[config.mk]
export PLATFORM = sky130hd
export DESIGN_NAME = deficit_weighted_transfer_picker
export DESIGN_NICKNAME = d
export VERILOG_FILES = /design/src/rtl/dwtp_pkg.sv /design/src/rtl/dwtp_ram.sv /design/src/rtl/dwtp_ctrl.sv /design/src/rtl/dwtp_dp.sv /design/src/rtl/deficit_weighted_transfer_picker.sv
export SDC_FILE = /design/constraint.sdc
export NUM_CORES = 2
export LEC_CHECK = 0
export ABC_CLOCK_PERIOD_IN_PS = 10700
export BUFFER_PORTS_ARGS = -buffer_cell sky130_fd_sc_hd__buf_2
export CORE_ASPECT_RATIO = 1.4
export CORE_UTILIZATION = 32
export DETAILED_ROUTE_END_ITERATION = 8
export PLACE_DENSITY = 0.58
export SYNTH_ARGS = -nofsm -noshare
export SYNTH_HDL_FRONTEND = slang
export SYNTH_SLANG_ARGS = --single-unit
export TNS_END_PERCENT = 30
[constraint.sdc]
create_clock -name clk -period 10.7 [get_ports clk]
set_clock_uncertainty 0.15 [all_clocks]
set_input_delay 1.07 -clock clk [delete_from_list [all_inputs] [get_ports clk]]
set_output_delay 1.07 -clock clk [all_outputs]
set_load 0.005 [all_outputs]
[src/rtl/dwtp_pkg.sv]
// Shared types and constants of the deficit weighted transfer picker.
// No dependencies; used by the checker and every RTL module except dwtp_ram.
package dwtp_pkg;

  localparam int MAX_CANDIDATES = 16;
  localparam int IDX_W          = (MAX_CANDIDATES > 1) ? $clog2(MAX_CANDIDATES) : 1;
  localparam int CNT_W          = $clog2(MAX_CANDIDATES + 1);

  localparam int RATIO_W  = 17;
  localparam int AGING_W  = 16;
  localparam int WSIZE_W  = 24;
  localparam int FAM_W    = 16;
  localparam int SEQ_W    = 32;
  localparam int PRIO_W   = 8;
  localparam int AGE_W    = 24;
  localparam int BYTES_W  = 24;
  localparam int DEF_W    = 26;
  localparam int TOTAL_W  = BYTES_W + 1;
  localparam int WPROD_W  = RATIO_W + TOTAL_W;
  localparam int APROD_W  = AGING_W + AGE_W;
  localparam int EFF_W    = APROD_W + 1;
  localparam int SUM_W    = DEF_W + 2;
  localparam int CHOSEN_W = 4;

  localparam int IN_DATA_W  = 136;
  localparam int OUT_DATA_W = 8;
  localparam int USER_W     = 2;
  localparam int ADDR_W     = 4;
  localparam int PDATA_W    = 32;

  localparam logic [RATIO_W-1:0] RATIO_ONE   = RATIO_W'(65536);
  localparam logic [RATIO_W-1:0] RATIO_RESET = RATIO_W'(32768);
  localparam logic [AGING_W-1:0] AGING_RESET = '0;
  localparam logic [WSIZE_W-1:0] WSIZE_RESET = WSIZE_W'(65536);
  localparam logic signed [SUM_W-1:0] DEF_MAX = SUM_W'(33554431);
  localparam logic signed [SUM_W-1:0] DEF_MIN = -SUM_W'(33554432);

  // Register indexes (byte address bits [3:2]).
  localparam logic [1:0] REG_STREAM_RATIO = 2'd0;
  localparam logic [1:0] REG_AGING_RATE   = 2'd1;
  localparam logic [1:0] REG_WINDOW_SIZE  = 2'd2;

  typedef enum logic [1:0] {
    ACT_CAND   = 2'd0,
    ACT_BEGIN  = 2'd1,
    ACT_SUBMIT = 2'd2,
    ACT_EMPTY  = 2'd3
  } action_t;

  typedef enum logic [2:0] {
    S_IDLE,
    S_WIN,
    S_RD_I,
    S_CAP_I,
    S_SCAN,
    S_EVAL,
    S_DONE,
    S_EMPTY
  } state_t;

  typedef struct packed {
    logic [FAM_W-1:0] family;
    logic [SEQ_W-1:0] seq;
  } cand_key_t;

  typedef struct packed {
    logic              elig;
    logic              kind;
    logic [PRIO_W-1:0] prio;
    logic [AGE_W-1:0]  age;
  } cand_attr_t;

  typedef struct packed {
    logic load_cand;
    logic pick_init;
    logic begin_win;
    logic win_mul;
    logic win_upd;
    logic rd_i;
    logic cap_i;
    logic scan;
    logic eval;
    logic out_load;
    logic out_none;
  } cmd_t;

  typedef struct packed {
    logic j_last;
    logic i_last;
    logic out_free;
  } sts_t;

endpackage

[src/rtl/dwtp_ram.sv]
// Generic single-write, single-read RAM with registered read data.
// No dependencies.
module dwtp_ram #(
  parameter int WIDTH = 8,
  parameter int DEPTH = 16
) (
  input  logic                     clk,
  input  logic                     we,
  input  logic [$clog2(DEPTH)-1:0] waddr,
  input  logic [WIDTH-1:0]         wdata,
  input  logic [$clog2(DEPTH)-1:0] raddr,
  output logic [WIDTH-1:0]         rdata
);

  logic [WIDTH-1:0] mem [DEPTH];

  always_ff @(posedge clk) begin
    if (we) begin
      mem[waddr] <= wdata;
    end
    rdata <= mem[raddr];
  end

endmodule

[src/rtl/dwtp_ctrl.sv]
// Sequencer of the picker: request decode, pick scan order, result handoff.
// Depends on dwtp_pkg.
module dwtp_ctrl (
  input  logic                       clk,
  input  logic                       rst,
  input  logic                       s_tvalid,
  output logic                       s_tready,
  input  logic [dwtp_pkg::USER_W-1:0] s_tuser,
  input  logic                       s_tlast,
  input  dwtp_pkg::sts_t             sts,
  output dwtp_pkg::cmd_t             cmd
);
  import dwtp_pkg::*;

  state_t  state, state_next;
  action_t act;

  assign act = action_t'(s_tuser);

  always_ff @(posedge clk) begin
    if (rst) begin
      state <= S_IDLE;
    end else begin
      state <= state_next;
    end
  end

  always_comb begin
    state_next = state;
    cmd        = '0;
    s_tready   = 1'b0;
    case (state)
      S_IDLE: begin
        s_tready = 1'b1;
        if (s_tvalid) begin
          case (act)
            ACT_CAND: begin
              cmd.load_cand = 1'b1;
              if (s_tlast) begin
                cmd.pick_init = 1'b1;
                state_next    = S_RD_I;
              end
            end
            ACT_BEGIN:  cmd.begin_win = 1'b1;
            ACT_SUBMIT: begin
              cmd.win_mul = 1'b1;
              state_next  = S_WIN;
            end
            ACT_EMPTY:  state_next = S_EMPTY;
            default:    state_next = S_IDLE;
          endcase
        end
      end
      S_WIN: begin
        cmd.win_upd = 1'b1;
        state_next  = S_IDLE;
      end
      S_RD_I: begin
        cmd.rd_i   = 1'b1;
        state_next = S_CAP_I;
      end
      S_CAP_I: begin
        cmd.cap_i  = 1'b1;
        state_next = S_SCAN;
      end
      S_SCAN: begin
        cmd.scan = 1'b1;
        if (sts.j_last) begin
          state_next = S_EVAL;
        end
      end
      S_EVAL: begin
        cmd.eval   = 1'b1;
        state_next = sts.i_last ? S_DONE : S_RD_I;
      end
      S_DONE: begin
        if (sts.out_free) begin
          cmd.out_load = 1'b1;
          state_next   = S_IDLE;
        end
      end
      S_EMPTY: begin
        if (sts.out_free) begin
          cmd.out_load = 1'b1;
          cmd.out_none = 1'b1;
          state_next   = S_IDLE;
        end
      end
      default: state_next = S_IDLE;
    endcase
  end

endmodule

[src/rtl/dwtp_dp.sv]
// Datapath of the picker: deficit, candidate store, family-head scan,
// best-candidate tracking and the result register. Depends on dwtp_pkg, dwtp_ram.
module dwtp_dp (
  input  logic                            clk,
  input  logic                            rst,
  input  dwtp_pkg::cmd_t                  cmd,
  output dwtp_pkg::sts_t                  sts,
  input  logic [dwtp_pkg::IN_DATA_W-1:0]  in_data,
  input  logic [dwtp_pkg::RATIO_W-1:0]    stream_ratio,
  input  logic [dwtp_pkg::AGING_W-1:0]    aging_rate,
  input  logic [dwtp_pkg::WSIZE_W-1:0]    window_size,
  output logic                            m_tvalid,
  input  logic                            m_tready,
  output logic [dwtp_pkg::OUT_DATA_W-1:0] m_tdata
);
  import dwtp_pkg::*;

  // Input fields
  cand_key_t          in_key;
  cand_attr_t         in_attr;
  logic [BYTES_W-1:0] in_async, in_stream;

  assign in_attr.elig   = in_data[0];
  assign in_attr.kind   = in_data[1];
  assign in_key.family  = in_data[17:2];
  assign in_key.seq     = in_data[49:18];
  assign in_attr.prio   = in_data[57:50];
  assign in_attr.age    = in_data[81:58];
  assign in_async       = in_data[105:82];
  assign in_stream      = in_data[129:106];

  // Deficit and window accounting
  logic signed [DEF_W-1:0] deficit;
  logic                    primary_kind;
  logic [WPROD_W-1:0]      win_prod;
  logic [BYTES_W-1:0]      win_stream;
  logic [RATIO_W-1:0]      ratio_c;
  logic [TOTAL_W-1:0]      total;
  logic signed [SUM_W-1:0] d_sum, d_hi, d_lo, d_clamp;

  assign ratio_c = (stream_ratio > RATIO_ONE) ? RATIO_ONE : stream_ratio;
  assign total   = TOTAL_W'(in_async) + TOTAL_W'(in_stream);

  always_comb begin
    d_sum = SUM_W'(deficit) + SUM_W'(win_prod[WPROD_W-1:16]) - SUM_W'(win_stream);
    if (window_size != '0) begin
      d_hi = SUM_W'(window_size);
      d_lo = -d_hi;
    end else begin
      d_hi = DEF_MAX;
      d_lo = DEF_MIN;
    end
    if (d_sum > d_hi) begin
      d_clamp = d_hi;
    end else if (d_sum < d_lo) begin
      d_clamp = d_lo;
    end else begin
      d_clamp = d_sum;
    end
  end

  always_ff @(posedge clk) begin
    if (cmd.win_mul) begin
      win_prod   <= WPROD_W'(ratio_c) * WPROD_W'(total);
      win_stream <= in_stream;
    end
  end

  always_ff @(posedge clk) begin
    if (rst) begin
      deficit      <= '0;
      primary_kind <= 1'b0;
    end else begin
      if (cmd.win_upd) begin
        deficit <= d_clamp[DEF_W-1:0];
      end
      if (cmd.begin_win) begin
        primary_kind <= (deficit > 0);
      end
    end
  end

  // Candidate store
  logic [CNT_W-1:0] cnt, cnt_m1;
  logic             dropped;
  logic             full;
  logic             we;
  logic [IDX_W-1:0] raddr;
  cand_key_t        rd_key;
  cand_attr_t       rd_attr;

  assign full   = (cnt == CNT_W'(MAX_CANDIDATES));
  assign we     = cmd.load_cand && !full;
  assign cnt_m1 = cnt - CNT_W'(1);

  always_ff @(posedge clk) begin
    if (rst) begin
      cnt     <= '0;
      dropped <= 1'b0;
    end else if (cmd.out_load) begin
      cnt     <= '0;
      dropped <= 1'b0;
    end else if (cmd.load_cand) begin
      if (full) begin
        dropped <= 1'b1;
      end else begin
        cnt <= cnt + CNT_W'(1);
      end
    end
  end

  dwtp_ram #(.WIDTH($bits(cand_key_t)), .DEPTH(MAX_CANDIDATES)) u_key_ram (
    .clk   (clk),
    .we    (we),
    .waddr (cnt[IDX_W-1:0]),
    .wdata (in_key),
    .raddr (raddr),
    .rdata (rd_key)
  );

  dwtp_ram #(.WIDTH($bits(cand_attr_t)), .DEPTH(MAX_CANDIDATES)) u_attr_ram (
    .clk   (clk),
    .we    (we),
    .waddr (cnt[IDX_W-1:0]),
    .wdata (in_attr),
    .raddr (raddr),
    .rdata (rd_attr)
  );

  // Scan: icnt walks the candidates, jcnt walks the rest of the family check
  logic [CNT_W-1:0]   icnt, jcnt, jcnt_p1;
  cand_key_t          cur_key;
  cand_attr_t         cur_attr;
  logic               head;
  logic [APROD_W-1:0] age_prod;
  logic [EFF_W-1:0]   cur_eff;

  assign jcnt_p1 = jcnt + CNT_W'(1);

  // capture cycle reads entry 0 for the first family compare
  always_comb begin
    if (cmd.scan) begin
      raddr = jcnt_p1[IDX_W-1:0];
    end else if (cmd.rd_i) begin
      raddr = icnt[IDX_W-1:0];
    end else begin
      raddr = '0;
    end
  end

  always_ff @(posedge clk) begin
    if (cmd.pick_init) begin
      icnt <= '0;
    end else if (cmd.eval) begin
      icnt <= icnt + CNT_W'(1);
    end
    if (cmd.cap_i) begin
      cur_key  <= rd_key;
      cur_attr <= rd_attr;
      head     <= 1'b1;
      jcnt     <= '0;
    end else if (cmd.scan) begin
      jcnt <= jcnt_p1;
      if (jcnt != icnt && rd_key.family == cur_key.family && rd_key.seq < cur_key.seq) begin
        head <= 1'b0;
      end
    end
    if (cmd.scan) begin
      age_prod <= APROD_W'(aging_rate) * APROD_W'(cur_attr.age);
    end
  end

  assign cur_eff = EFF_W'({cur_attr.prio, 16'h0000}) + EFF_W'(age_prod);

  assign sts.j_last   = (jcnt == cnt_m1);
  assign sts.i_last   = (icnt == cnt_m1);
  assign sts.out_free = !m_tvalid || m_tready;

  // Best per flavor; scan order is load order, so strict compares keep the earlier
  logic               best_a_vld, best_s_vld;
  logic [IDX_W-1:0]   best_a_idx, best_s_idx;
  logic [SEQ_W-1:0]   best_a_seq, best_s_seq;
  logic [EFF_W-1:0]   best_s_eff;
  logic               take;

  assign take = head && cur_attr.elig;

  always_ff @(posedge clk) begin
    if (cmd.pick_init) begin
      best_a_vld <= 1'b0;
      best_s_vld <= 1'b0;
    end else if (cmd.eval && take) begin
      if (!cur_attr.kind) begin
        if (!best_a_vld || cur_key.seq < best_a_seq) begin
          best_a_vld <= 1'b1;
          best_a_idx <= icnt[IDX_W-1:0];
          best_a_seq <= cur_key.seq;
        end
      end else begin
        if (!best_s_vld || cur_eff > best_s_eff ||
            (cur_eff == best_s_eff && cur_key.seq < best_s_seq)) begin
          best_s_vld <= 1'b1;
          best_s_idx <= icnt[IDX_W-1:0];
          best_s_seq <= cur_key.seq;
          best_s_eff <= cur_eff;
        end
      end
    end
  end

  // Result selection and output register
  logic             res_found, res_kind;
  logic [IDX_W-1:0] res_idx;
  logic [7:0]       res_idx_wide;

  always_comb begin
    res_found = 1'b0;
    res_kind  = 1'b0;
    res_idx   = '0;
    if (!cmd.out_none) begin
      if (primary_kind ? best_s_vld : best_a_vld) begin
        res_found = 1'b1;
        res_kind  = primary_kind;
        res_idx   = primary_kind ? best_s_idx : best_a_idx;
      end else if (primary_kind ? best_a_vld : best_s_vld) begin
        res_found = 1'b1;
        res_kind  = !primary_kind;
        res_idx   = primary_kind ? best_a_idx : best_s_idx;
      end
    end
  end

  assign res_idx_wide = 8'(res_idx);

  always_ff @(posedge clk) begin
    if (rst) begin
      m_tvalid <= 1'b0;
    end else if (cmd.out_load) begin
      m_tvalid <= 1'b1;
    end else if (m_tready) begin
      m_tvalid <= 1'b0;
    end
    if (cmd.out_load) begin
      m_tdata <= {1'b0, dropped, res_kind, res_idx_wide[CHOSEN_W-1:0], res_found};
    end
  end

endmodule

[src/rtl/deficit_weighted_transfer_picker.sv]
// Top level of the deficit weighted transfer picker: config registers,
// sequencer and datapath. Depends on dwtp_pkg, dwtp_ctrl, dwtp_dp.
//
// Picks the next transfer among up to MAX_CANDIDATES (16) loaded candidates,
// favoring async or streaming traffic by a signed byte deficit. Requests come
// in on the s_ side, selected by s_tuser: a candidate request without s_tlast
// is stored and the next request is taken in the following cycle, as after a
// begin-window; window-submitted registers a 17x25 multiply, then does the
// add and clamp. The candidate with s_tlast set starts the pick, which steps
// over the store through one read port: for each stored candidate a read, a
// capture, a family-head compare against every stored candidate and an
// evaluate, then the result is loaded into the output register. An empty-list
// pick loads a result with nothing found. A result on m_ may sit waiting for
// m_tready while the next requests are taken; a new result waits only if the
// previous one has not left. Config writes are meant for idle periods.
// No clearing pass: the store is tracked by its fill count.
module deficit_weighted_transfer_picker (
  input  logic                             clk,
  input  logic                             rst,
  // request stream
  input  logic                             s_tvalid,
  output logic                             s_tready,
  // [0] is_eligible, [1] kind, [17:2] family_id, [49:18] submit_order,
  // [57:50] prio, [81:58] wait_age, [105:82] async_count,
  // [129:106] stream_count, [135:130] zero
  input  logic [dwtp_pkg::IN_DATA_W-1:0]   s_tdata,
  // [1:0] action
  input  logic [dwtp_pkg::USER_W-1:0]      s_tuser,
  input  logic                             s_tlast,
  // result stream
  output logic                             m_tvalid,
  input  logic                             m_tready,
  // [0] found, [4:1] chosen_index, [5] chosen_kind, [6] overflow, [7] zero
  output logic [dwtp_pkg::OUT_DATA_W-1:0]  m_tdata,
  // config port
  input  logic                             psel,
  input  logic                             penable,
  input  logic                             pwrite,
  input  logic [dwtp_pkg::ADDR_W-1:0]      paddr,
  input  logic [dwtp_pkg::PDATA_W-1:0]     pwdata,
  output logic [dwtp_pkg::PDATA_W-1:0]     prdata,
  output logic                             pready
);
  import dwtp_pkg::*;

  logic [RATIO_W-1:0] stream_ratio;
  logic [AGING_W-1:0] aging_rate;
  logic [WSIZE_W-1:0] window_size;
  logic               cfg_wr;
  logic [1:0]         reg_idx;
  cmd_t               cmd;
  sts_t               sts;

  assign pready  = 1'b1;
  assign reg_idx = paddr[3:2];
  assign cfg_wr  = psel && penable && pwrite && pready;

  always_ff @(posedge clk) begin
    if (rst) begin
      stream_ratio <= RATIO_RESET;
      aging_rate   <= AGING_RESET;
      window_size  <= WSIZE_RESET;
    end else if (cfg_wr) begin
      case (reg_idx)
        REG_STREAM_RATIO: stream_ratio <= pwdata[RATIO_W-1:0];
        REG_AGING_RATE:   aging_rate   <= pwdata[AGING_W-1:0];
        REG_WINDOW_SIZE:  window_size  <= pwdata[WSIZE_W-1:0];
        default:          ;  // unmapped, ignored
      endcase
    end
  end

  always_comb begin
    case (reg_idx)
      REG_STREAM_RATIO: prdata = PDATA_W'(stream_ratio);
      REG_AGING_RATE:   prdata = PDATA_W'(aging_rate);
      REG_WINDOW_SIZE:  prdata = PDATA_W'(window_size);
      default:          prdata = '0;
    endcase
  end

  dwtp_ctrl u_ctrl (
    .clk      (clk),
    .rst      (rst),
    .s_tvalid (s_tvalid),
    .s_tready (s_tready),
    .s_tuser  (s_tuser),
    .s_tlast  (s_tlast),
    .sts      (sts),
    .cmd      (cmd)
  );

  dwtp_dp u_dp (
    .clk          (clk),
    .rst          (rst),
    .cmd          (cmd),
    .sts          (sts),
    .in_data      (s_tdata),
    .stream_ratio (stream_ratio),
    .aging_rate   (aging_rate),
    .window_size  (window_size),
    .m_tvalid     (m_tvalid),
    .m_tready     (m_tready),
    .m_tdata      (m_tdata)
  );

endmodule

Yosys cells after proc, flatten, opt, wreduce, memory -nomap -nowiden --
Memory sizes are Yosys's and may differ from the RTL's. A register that Yosys moved wholly into a read port is not among the register bits. Index checks and enable logic that the tools add are counted.
Word-level totals: flip-flop bits (word level) 415, RAM bits 1312, input bits 182, output and inout port bits 43, logic and storage cells 157, memories 2
Cells by class: $add $sub $neg 9, multipliers 2, magnitude comparators 8, equal/unequal tests 23, multiplexer cells 45, bitwise operators 3, reductions and logical operators 35
Memory list:
- u_dp.u_key_ram.mem | depth 16, width 48, read ports 1, clocked after memory_dff 1, write ports 1, RTL line dwtp_ram.sv:15 | logic [WIDTH-1:0] mem [DEPTH];
- u_dp.u_attr_ram.mem | depth 16, width 34, read ports 1, clocked after memory_dff 1, write ports 1, RTL line dwtp_ram.sv:15
Operator list (count):
- less-than comparator 32 bit | 3
- case mux 24 bit (3 select lines) | 1
- 2-to-1 mux 26 bit | 2
- multiplier 17 x 25 -> 42 bit | 1
- adder 24 x 40 -> 41 bit | 1
- equality test 41 bit | 1
- > comparator 41 bit | 1
- multiplier 16 x 24 -> 40 bit | 1
- 2-to-1 mux 4 bit | 8
- adder 26 x 27 -> 28 bit | 1
- > comparator 28 x 26 -> 1 bit | 1
- less-than comparator 28 bit | 1
- 2-to-1 mux 28 bit | 1
- negator 24 -> 28 bit | 1
- subtractor 28 x 24 -> 28 bit | 1
- > comparator 26 x 1 -> 1 bit, second input constant | 1
- adder 24 x 24 -> 25 bit | 1
- 2-to-1 mux 25 bit | 1
- nonzero test 24 bit | 1
- 2-to-1 mux 1 bit | 21
- case mux 3 bit (7 select lines) | 1
- > comparator 17 bit, second input constant | 1
- 2-to-1 mux 17 bit | 1
- equality test 16 bit | 1
- other kinds (30) | 71

Depth between registers and ports, before layout --
word-level depth 7, gate-level depth with buffers 36, gate-level depth less buffers 35

Hierarchy --
A second synthesis with hierarchy kept.
Second synthesis, totals: cells, all modules 7369, area, all modules 100076.0 um^2
By module, submodules not included:
- dwtp_dp | instances 1, cells each 4896, area an instance 46086.7 um^2, seq. area each 9709.3 um^2
- dwtp_ram at u_dp.u_key_ram | instances 1, cells each 1242, area an instance 29691.0 um^2, seq. area each 24023.0 um^2
- dwtp_ram at u_dp.u_attr_ram | instances 1, cells each 888, area an instance 21076.5 um^2, seq. area each 17016.3 um^2
- deficit_weighted_transfer_picker | instances 1, cells each 294, area an instance 2832.7 um^2, seq. area each 1141.1 um^2
- dwtp_ctrl | instances 1, cells each 49, area an instance 389.1 um^2, seq. area each 60.1 um^2

Worst setup path after synthesis --
OpenSTA, ideal clock, no wires.
kind input-to-reg, start point in s_tuser[0] (netlist bit), end point mem u_dp.u_attr_ram.mem[0][0] (netlist bit), enable pin, library setup time 724 ps, arrival time 9620 ps, required time 9826 ps, setup slack 206 ps, stages 6, buffers on the path 1, cells stage by stage inv_1 > ha_1 > and3_1 > clkbuf_1 > nand2_1 > nor4_1
Between the ends: cells in the longest elaborated chain, start to end 7
Ends and longest elaborated chain:
- start: declaration | RTL line deficit_weighted_transfer_picker.sv:28 | input logic [dwtp_pkg::USER_W-1:0] s_tuser,
- logical NOT 2 bit | RTL line dwtp_ctrl.sv:36 | case (act)
- 2-to-1 mux 2 bit | RTL line dwtp_ctrl.sv:36
- 2-to-1 mux 4 bit | RTL line dwtp_ctrl.sv:35 | if (s_tvalid) begin
- 2-to-1 mux 4 bit | RTL line dwtp_ctrl.sv:32 | case (state)
- logical AND 1 bit | RTL line dwtp_dp.sv:93 | assign we = cmd.load_cand && !full;
- 2-to-1 mux 1 bit | RTL line dwtp_ram.sv:18 | if (we) begin
- 2-to-1 mux 1 bit (implied by the code) | RTL line dwtp_ram.sv:19 | mem[waddr] <= wdata;
- end: declaration | RTL line dwtp_ram.sv:15
No other way between the ends.

Worst setup path in the final report --
start point in s_tdata[107] (netlist bit), end point reg u_dp.win_prod[30] (data pin)
Between the ends: cells in the longest elaborated chain, start to end 2
Ends and longest elaborated chain:
- start: declaration | RTL line deficit_weighted_transfer_picker.sv:26 | input logic [dwtp_pkg::IN_DATA_W-1:0] s_tdata,
- adder 24 x 24 -> 25 bit | RTL line dwtp_dp.sv:42 | assign total = TOTAL_W'(in_async) + TOTAL_W'(in_stream);
- multiplier 17 x 25 -> 42 bit | RTL line dwtp_dp.sv:64 | win_prod <= WPROD_W'(ratio_c) * WPROD_W'(total);
- end signal: assignment | RTL line dwtp_dp.sv:64
- end: declaration | RTL line dwtp_dp.sv:35 | logic [WPROD_W-1:0] win_prod;
No other way between the ends. A chain may end at the register's enable or synchronous reset.

==> impl_results.rst <==
.. list-table::
   :header-rows: 1

   * - Metric
     - Value
   * - Outcome
     - finished clean
   * - Die W
     - 475 microns
   * - Distinct cells, synth
     - 90
   * - Area growth from synthesis to final layout
     - 11.9%
   * - Final cell count without fillers
     - 12,000
   * - Drt pass-1 iters
     - 6
   * - Count of endpoints failing hold in the final timing report
     - 0
   * - Most instantiated cells after synthesis
     - sky130_fd_sc_hd__edfxtp_1, sky130_fd_sc_hd__inv_1, sky130_fd_sc_hd__nand2_1
   * - Die area
     - 315,000 sq um
   * - Delay of the slowest cell on the worst path
     - 870 ps
   * - First-pass GRT wire length
     - 399,000 microns
   * - Clock-pin transition on the worst setup and hold timing paths
     - 60 ps
   * - Total global routing track utilization
     - 0.168
   * - Floorplan core area
     - 311,000 sq um
   * - Length in cells of the worst reg-to-reg path
     - 26
   * - Kind of cell adding the most delay to the critical path
     - adder cells
   * - Post-layout minimum cycle time
     - 9450 ps
   * - Clock tree root buffer cell
     - sky130_fd_sc_hd__clkbuf_16
   * - Postcts setup bufs
     - 0
   * - Cell depth of the worst hold path
     - 0
   * - Crit path from
     - s_tdata[107]
   * - Synth Cell Area
     - 100,000 sq um
   * - Top FF cell, synth
     - sky130_fd_sc_hd__edfxtp_1
   * - Deepest clock path buffer count
     - 4
   * - Cell with the most instances after synthesis
     - sky130_fd_sc_hd__edfxtp_1
   * - Post-synth ARST share
     - 0
   * - Number of vias after detailed routing
     - 60,300
   * - Share of final-layout standard cells stronger than drive strength 1
     - 0.126
   * - Leading cell types by total area after synthesis
     - sky130_fd_sc_hd__edfxtp_1, sky130_fd_sc_hd__fa_1, sky130_fd_sc_hd__mux4_2, sky130_fd_sc_hd__ha_1, sky130_fd_sc_hd__dfxtp_1
   * - Worst Setup Start Kind
     - primary input
   * - Crit Path Category
     - in2reg
   * - CP max FO
     - 4
   * - Worst supply voltage drop on vdd
     - 0.000153 V
   * - Placement row count
     - 242
   * - Pin count of the biggest net entering global routing
     - 120
   * - Max-slew violations
     - 0
   * - TritonCTS clock tree
     - yes
   * - Slew margin rel.
     - 0.136
   * - R2R Path End
     - u_dp.win_prod[30]$_DFFE_PP_
   * - Hold buffer count at cts
     - 0
   * - Seq cells post-synth
     - 1,793
   * - Post-DR vias/cell
     - 5.02
   * - Most numerous cell on the critical path
     - sky130_fd_sc_hd__fa_1
   * - Count of endpoints failing setup in the final report
     - 0
   * - Critical path required time
     - 11,100 ps
   * - Dominant cell type by area after synthesis
     - sky130_fd_sc_hd__edfxtp_1
   * - Cell with the biggest individual delay on the critical path
     - sky130_fd_sc_hd__xnor2_1
   * - Die Ht
     - 664 microns
   * - PostCTS Resize Cnt
     - 0
   * - DRC violation count after routing
     - 0
   * - Leakage power of the design
     - 41.8 nW
   * - Deepest level of the CTS H-tree
     - 4
   * - Data arrival time of the worst path
     - 9850 ps
   * - Initial core utilization
     - 0.322
   * - Total number of yosys warnings
     - 0
   * - Proportion of synthesized chip area in sequential cells
     - 0.519
   * - Post-Place Cells
     - 11,700
   * - Vias in the first global route
     - 64,200
   * - Reg2Reg Setup Slack
     - 1570 ps
   * - Number of buffer cells added on primary ports
     - 198
   * - Critical path capture point
     - u_dp.win_prod[30]$_DFFE_PP_
   * - Routability-driven placement congestion ratio
     - 0.901
   * - Kind of end point of the critical path
     - flip-flop
   * - Final worst-path cycle share
     - 0.883
   * - Aggregate global routing overflow
     - 0
   * - Iteration-0 DRC count of the detailed router
     - 3,997
   * - Worst skew pair latency
     - 920 ps
   * - Fraction of post-synthesis cell area in the top cell type by area
     - 0.481
   * - Fill cell instance count of the final layout
     - 29,800
   * - Number of gates on the worst path with buffers counted
     - 30
   * - Avg Inst Size Synth
     - 13.3 sq um
   * - Number of flops mapped to enable cells by yosys
     - 1,604
   * - Total CTS buffers
     - 184
   * - Buffers plus inverters on the worst setup path
     - 5
   * - Worst R2R Start
     - stream_ratio[3]$_SDFFE_PP0P_
   * - Number of nets with antenna violations after routing
     - 0
   * - Post-detail-place hpwl
     - 174,000 microns
   * - Total Negative Setup Slacks
     - 0 ps
   * - Antenna violations before repair
     - 54
   * - Upper clock frequency limit
     - 106 MHz
   * - Nets
     - 9,047
   * - Routed len/inst
     - 22.1 microns
   * - Maximum capacitance violations
     - 0
   * - Pwr/cell area
     - 172 nW/um^2
   * - Number of top-level pins
     - 225
   * - Setup repair after global routing missed its margin
     - false
   * - Total Power
     - 19.3 mW
   * - Number of instances in the synthesized netlist
     - 7,535
   * - Path class of the lowest-slack min-delay path
     - reg2reg
   * - CTS Sinks
     - 1,793
   * - WL final
     - 265,000 microns
   * - Transition time of the tightest slew-check pin
     - 1280 ps
[registers in the layout (all words and copies together) (netlist names), 24 cells and up]
signal / count
u_dp.u_attr_ram.mem: 544
u_dp.u_key_ram.rdata: 48
u_dp.age_prod: 40
u_dp.win_stream: 24
u_dp.win_prod: 26
u_dp.best_s_eff: 41
u_dp.deficit: 26
u_dp.cur_key: 48
u_dp.best_s_seq: 32
u_dp.best_a_seq: 32
u_dp.u_attr_ram.rdata: 34
window_size: 24
u_dp.u_key_ram.mem: 768
u_dp.cur_attr: 34
[power by group]
part | switching, mW | internal (mW) | total [mW]
Sequential | 0.304 | 8.04 | 8.34
Clock | 2.72 | 3.61 | 6.33
Combinational | 2.73 | 1.91 | 4.65
[metal layers]
layer | part of all wire | track usage | vias up
met5 | 0.00065 | 0 | -
met4 | 0.037 | 0.0614 | 26
met3 | 0.056 | 0.0268 | 569
met2 | 0.52 | 0.305 | 1714
met1 | 0.39 | 0.198 | 31300
li1 | - | - | 26700
[per-stage QoR]
step	hold slack [ps]	cell area (sq um)	setup slack (ps)	utilization
2_1_floorplan	236	100000	206	-
3_3_place_gp	239	106000	523	0.342
3_5_place_dp	239	106000	535	0.342
4_1_cts	219	112000	1370	0.360
5_1_grt	253	112000	753	0.360
6_report	238	112000	1250	0.360
[worst reg2reg max path, cell delays in order (launching register included)]
cell                       delay (ps)
sky130_fd_sc_hd__dfxtp_1          460
sky130_fd_sc_hd__nor4_1           340
sky130_fd_sc_hd__nand4_1          130
sky130_fd_sc_hd__nand2_1          710
sky130_fd_sc_hd__and2_1           880
sky130_fd_sc_hd__nand2_1          170
sky130_fd_sc_hd__fa_1             540
sky130_fd_sc_hd__inv_1             50
sky130_fd_sc_hd__fa_1             500
sky130_fd_sc_hd__inv_1             50
sky130_fd_sc_hd__fa_1             530
sky130_fd_sc_hd__inv_1             50
sky130_fd_sc_hd__fa_1             480
sky130_fd_sc_hd__inv_1             50
sky130_fd_sc_hd__fa_1             490
sky130_fd_sc_hd__inv_1             70
sky130_fd_sc_hd__fa_1             450
sky130_fd_sc_hd__ha_1             320
sky130_fd_sc_hd__nand4_1          110
sky130_fd_sc_hd__a221oi_1         230
sky130_fd_sc_hd__o21a_1           330
sky130_fd_sc_hd__o21ai_0          180
sky130_fd_sc_hd__a31oi_1          420
sky130_fd_sc_hd__a41oi_1          270
sky130_fd_sc_hd__o21ai_0          370
sky130_fd_sc_hd__a211oi_1         140
sky130_fd_sc_hd__nor3_1           390
[cell usage in the layout (no fill, tap or decap), drive strengths merged, types with 35 or more instances in the layout]
cell type,instances
a211oi,110
a21o,105
a21oi,218
a31oi,100
and2,276
and3,35
buf,333
clkbuf,223
clkinv,63
dfxtp,189
edfxtp,1604
fa,675
ha,486
inv,1003
mux4,328
nand2,909
nand2b,41
nand3,47
nand4,66
nor2,288
nor2b,39
nor3,58
o21ai,110
xnor2,109
xor2,94
[worst min-delay path by stage]
stage	start	endpoint	slack [ps]
floorplan	u_dp.u_attr_ram.rdata[0]$_DFF_P_	u_dp.cur_attr[0]$_DFFE_PN_	240
global placement	u_dp.u_attr_ram.rdata[24]$_DFF_P_	u_dp.cur_attr[24]$_DFFE_PN_	240
detailed placement	u_dp.u_attr_ram.rdata[24]$_DFF_P_	u_dp.cur_attr[24]$_DFFE_PN_	240
CTS	s_tdata[106]	u_dp.win_stream[0]$_DFFE_PP_	220
global route	u_dp.u_attr_ram.rdata[31]$_DFF_P_	u_dp.cur_attr[31]$_DFFE_PN_	250
finish	u_dp.u_attr_ram.rdata[30]$_DFF_P_	u_dp.cur_attr[30]$_DFFE_PN_	240
[cell type report]
class | instances | area [sq um] | area share
Timing Repair Buffer | 333 | 2120 | 0.0189
Sequential cell | 1793 | 51900 | 0.464
Clock inverter | 102 | 1000 | 0.00894
Clock buffer | 223 | 4840 | 0.0432
Inverter | 993 | 3730 | 0.0333
Multi-Input combinational cell | 4399 | 43200 | 0.386
Tap cell | 4148 | 5190 | 0.0463
Antenna cell | 13 | 32.5 | 0.000290
[cells by family after synthesis]
kind of cell | after synthesis | share of synthesized area
buf+inv | 1352 | 0.0523
xor+xnor | 203 | 0.0178
other cells | 2 | 0.0000750
fa+ha+maj | 1161 | 0.196
flops | 1793 | 0.519
mux | 351 | 0.0761
simple gates | 1839 | 0.0849
compound gates | 834 | 0.0546
Power figures use the tool's default switching activity.
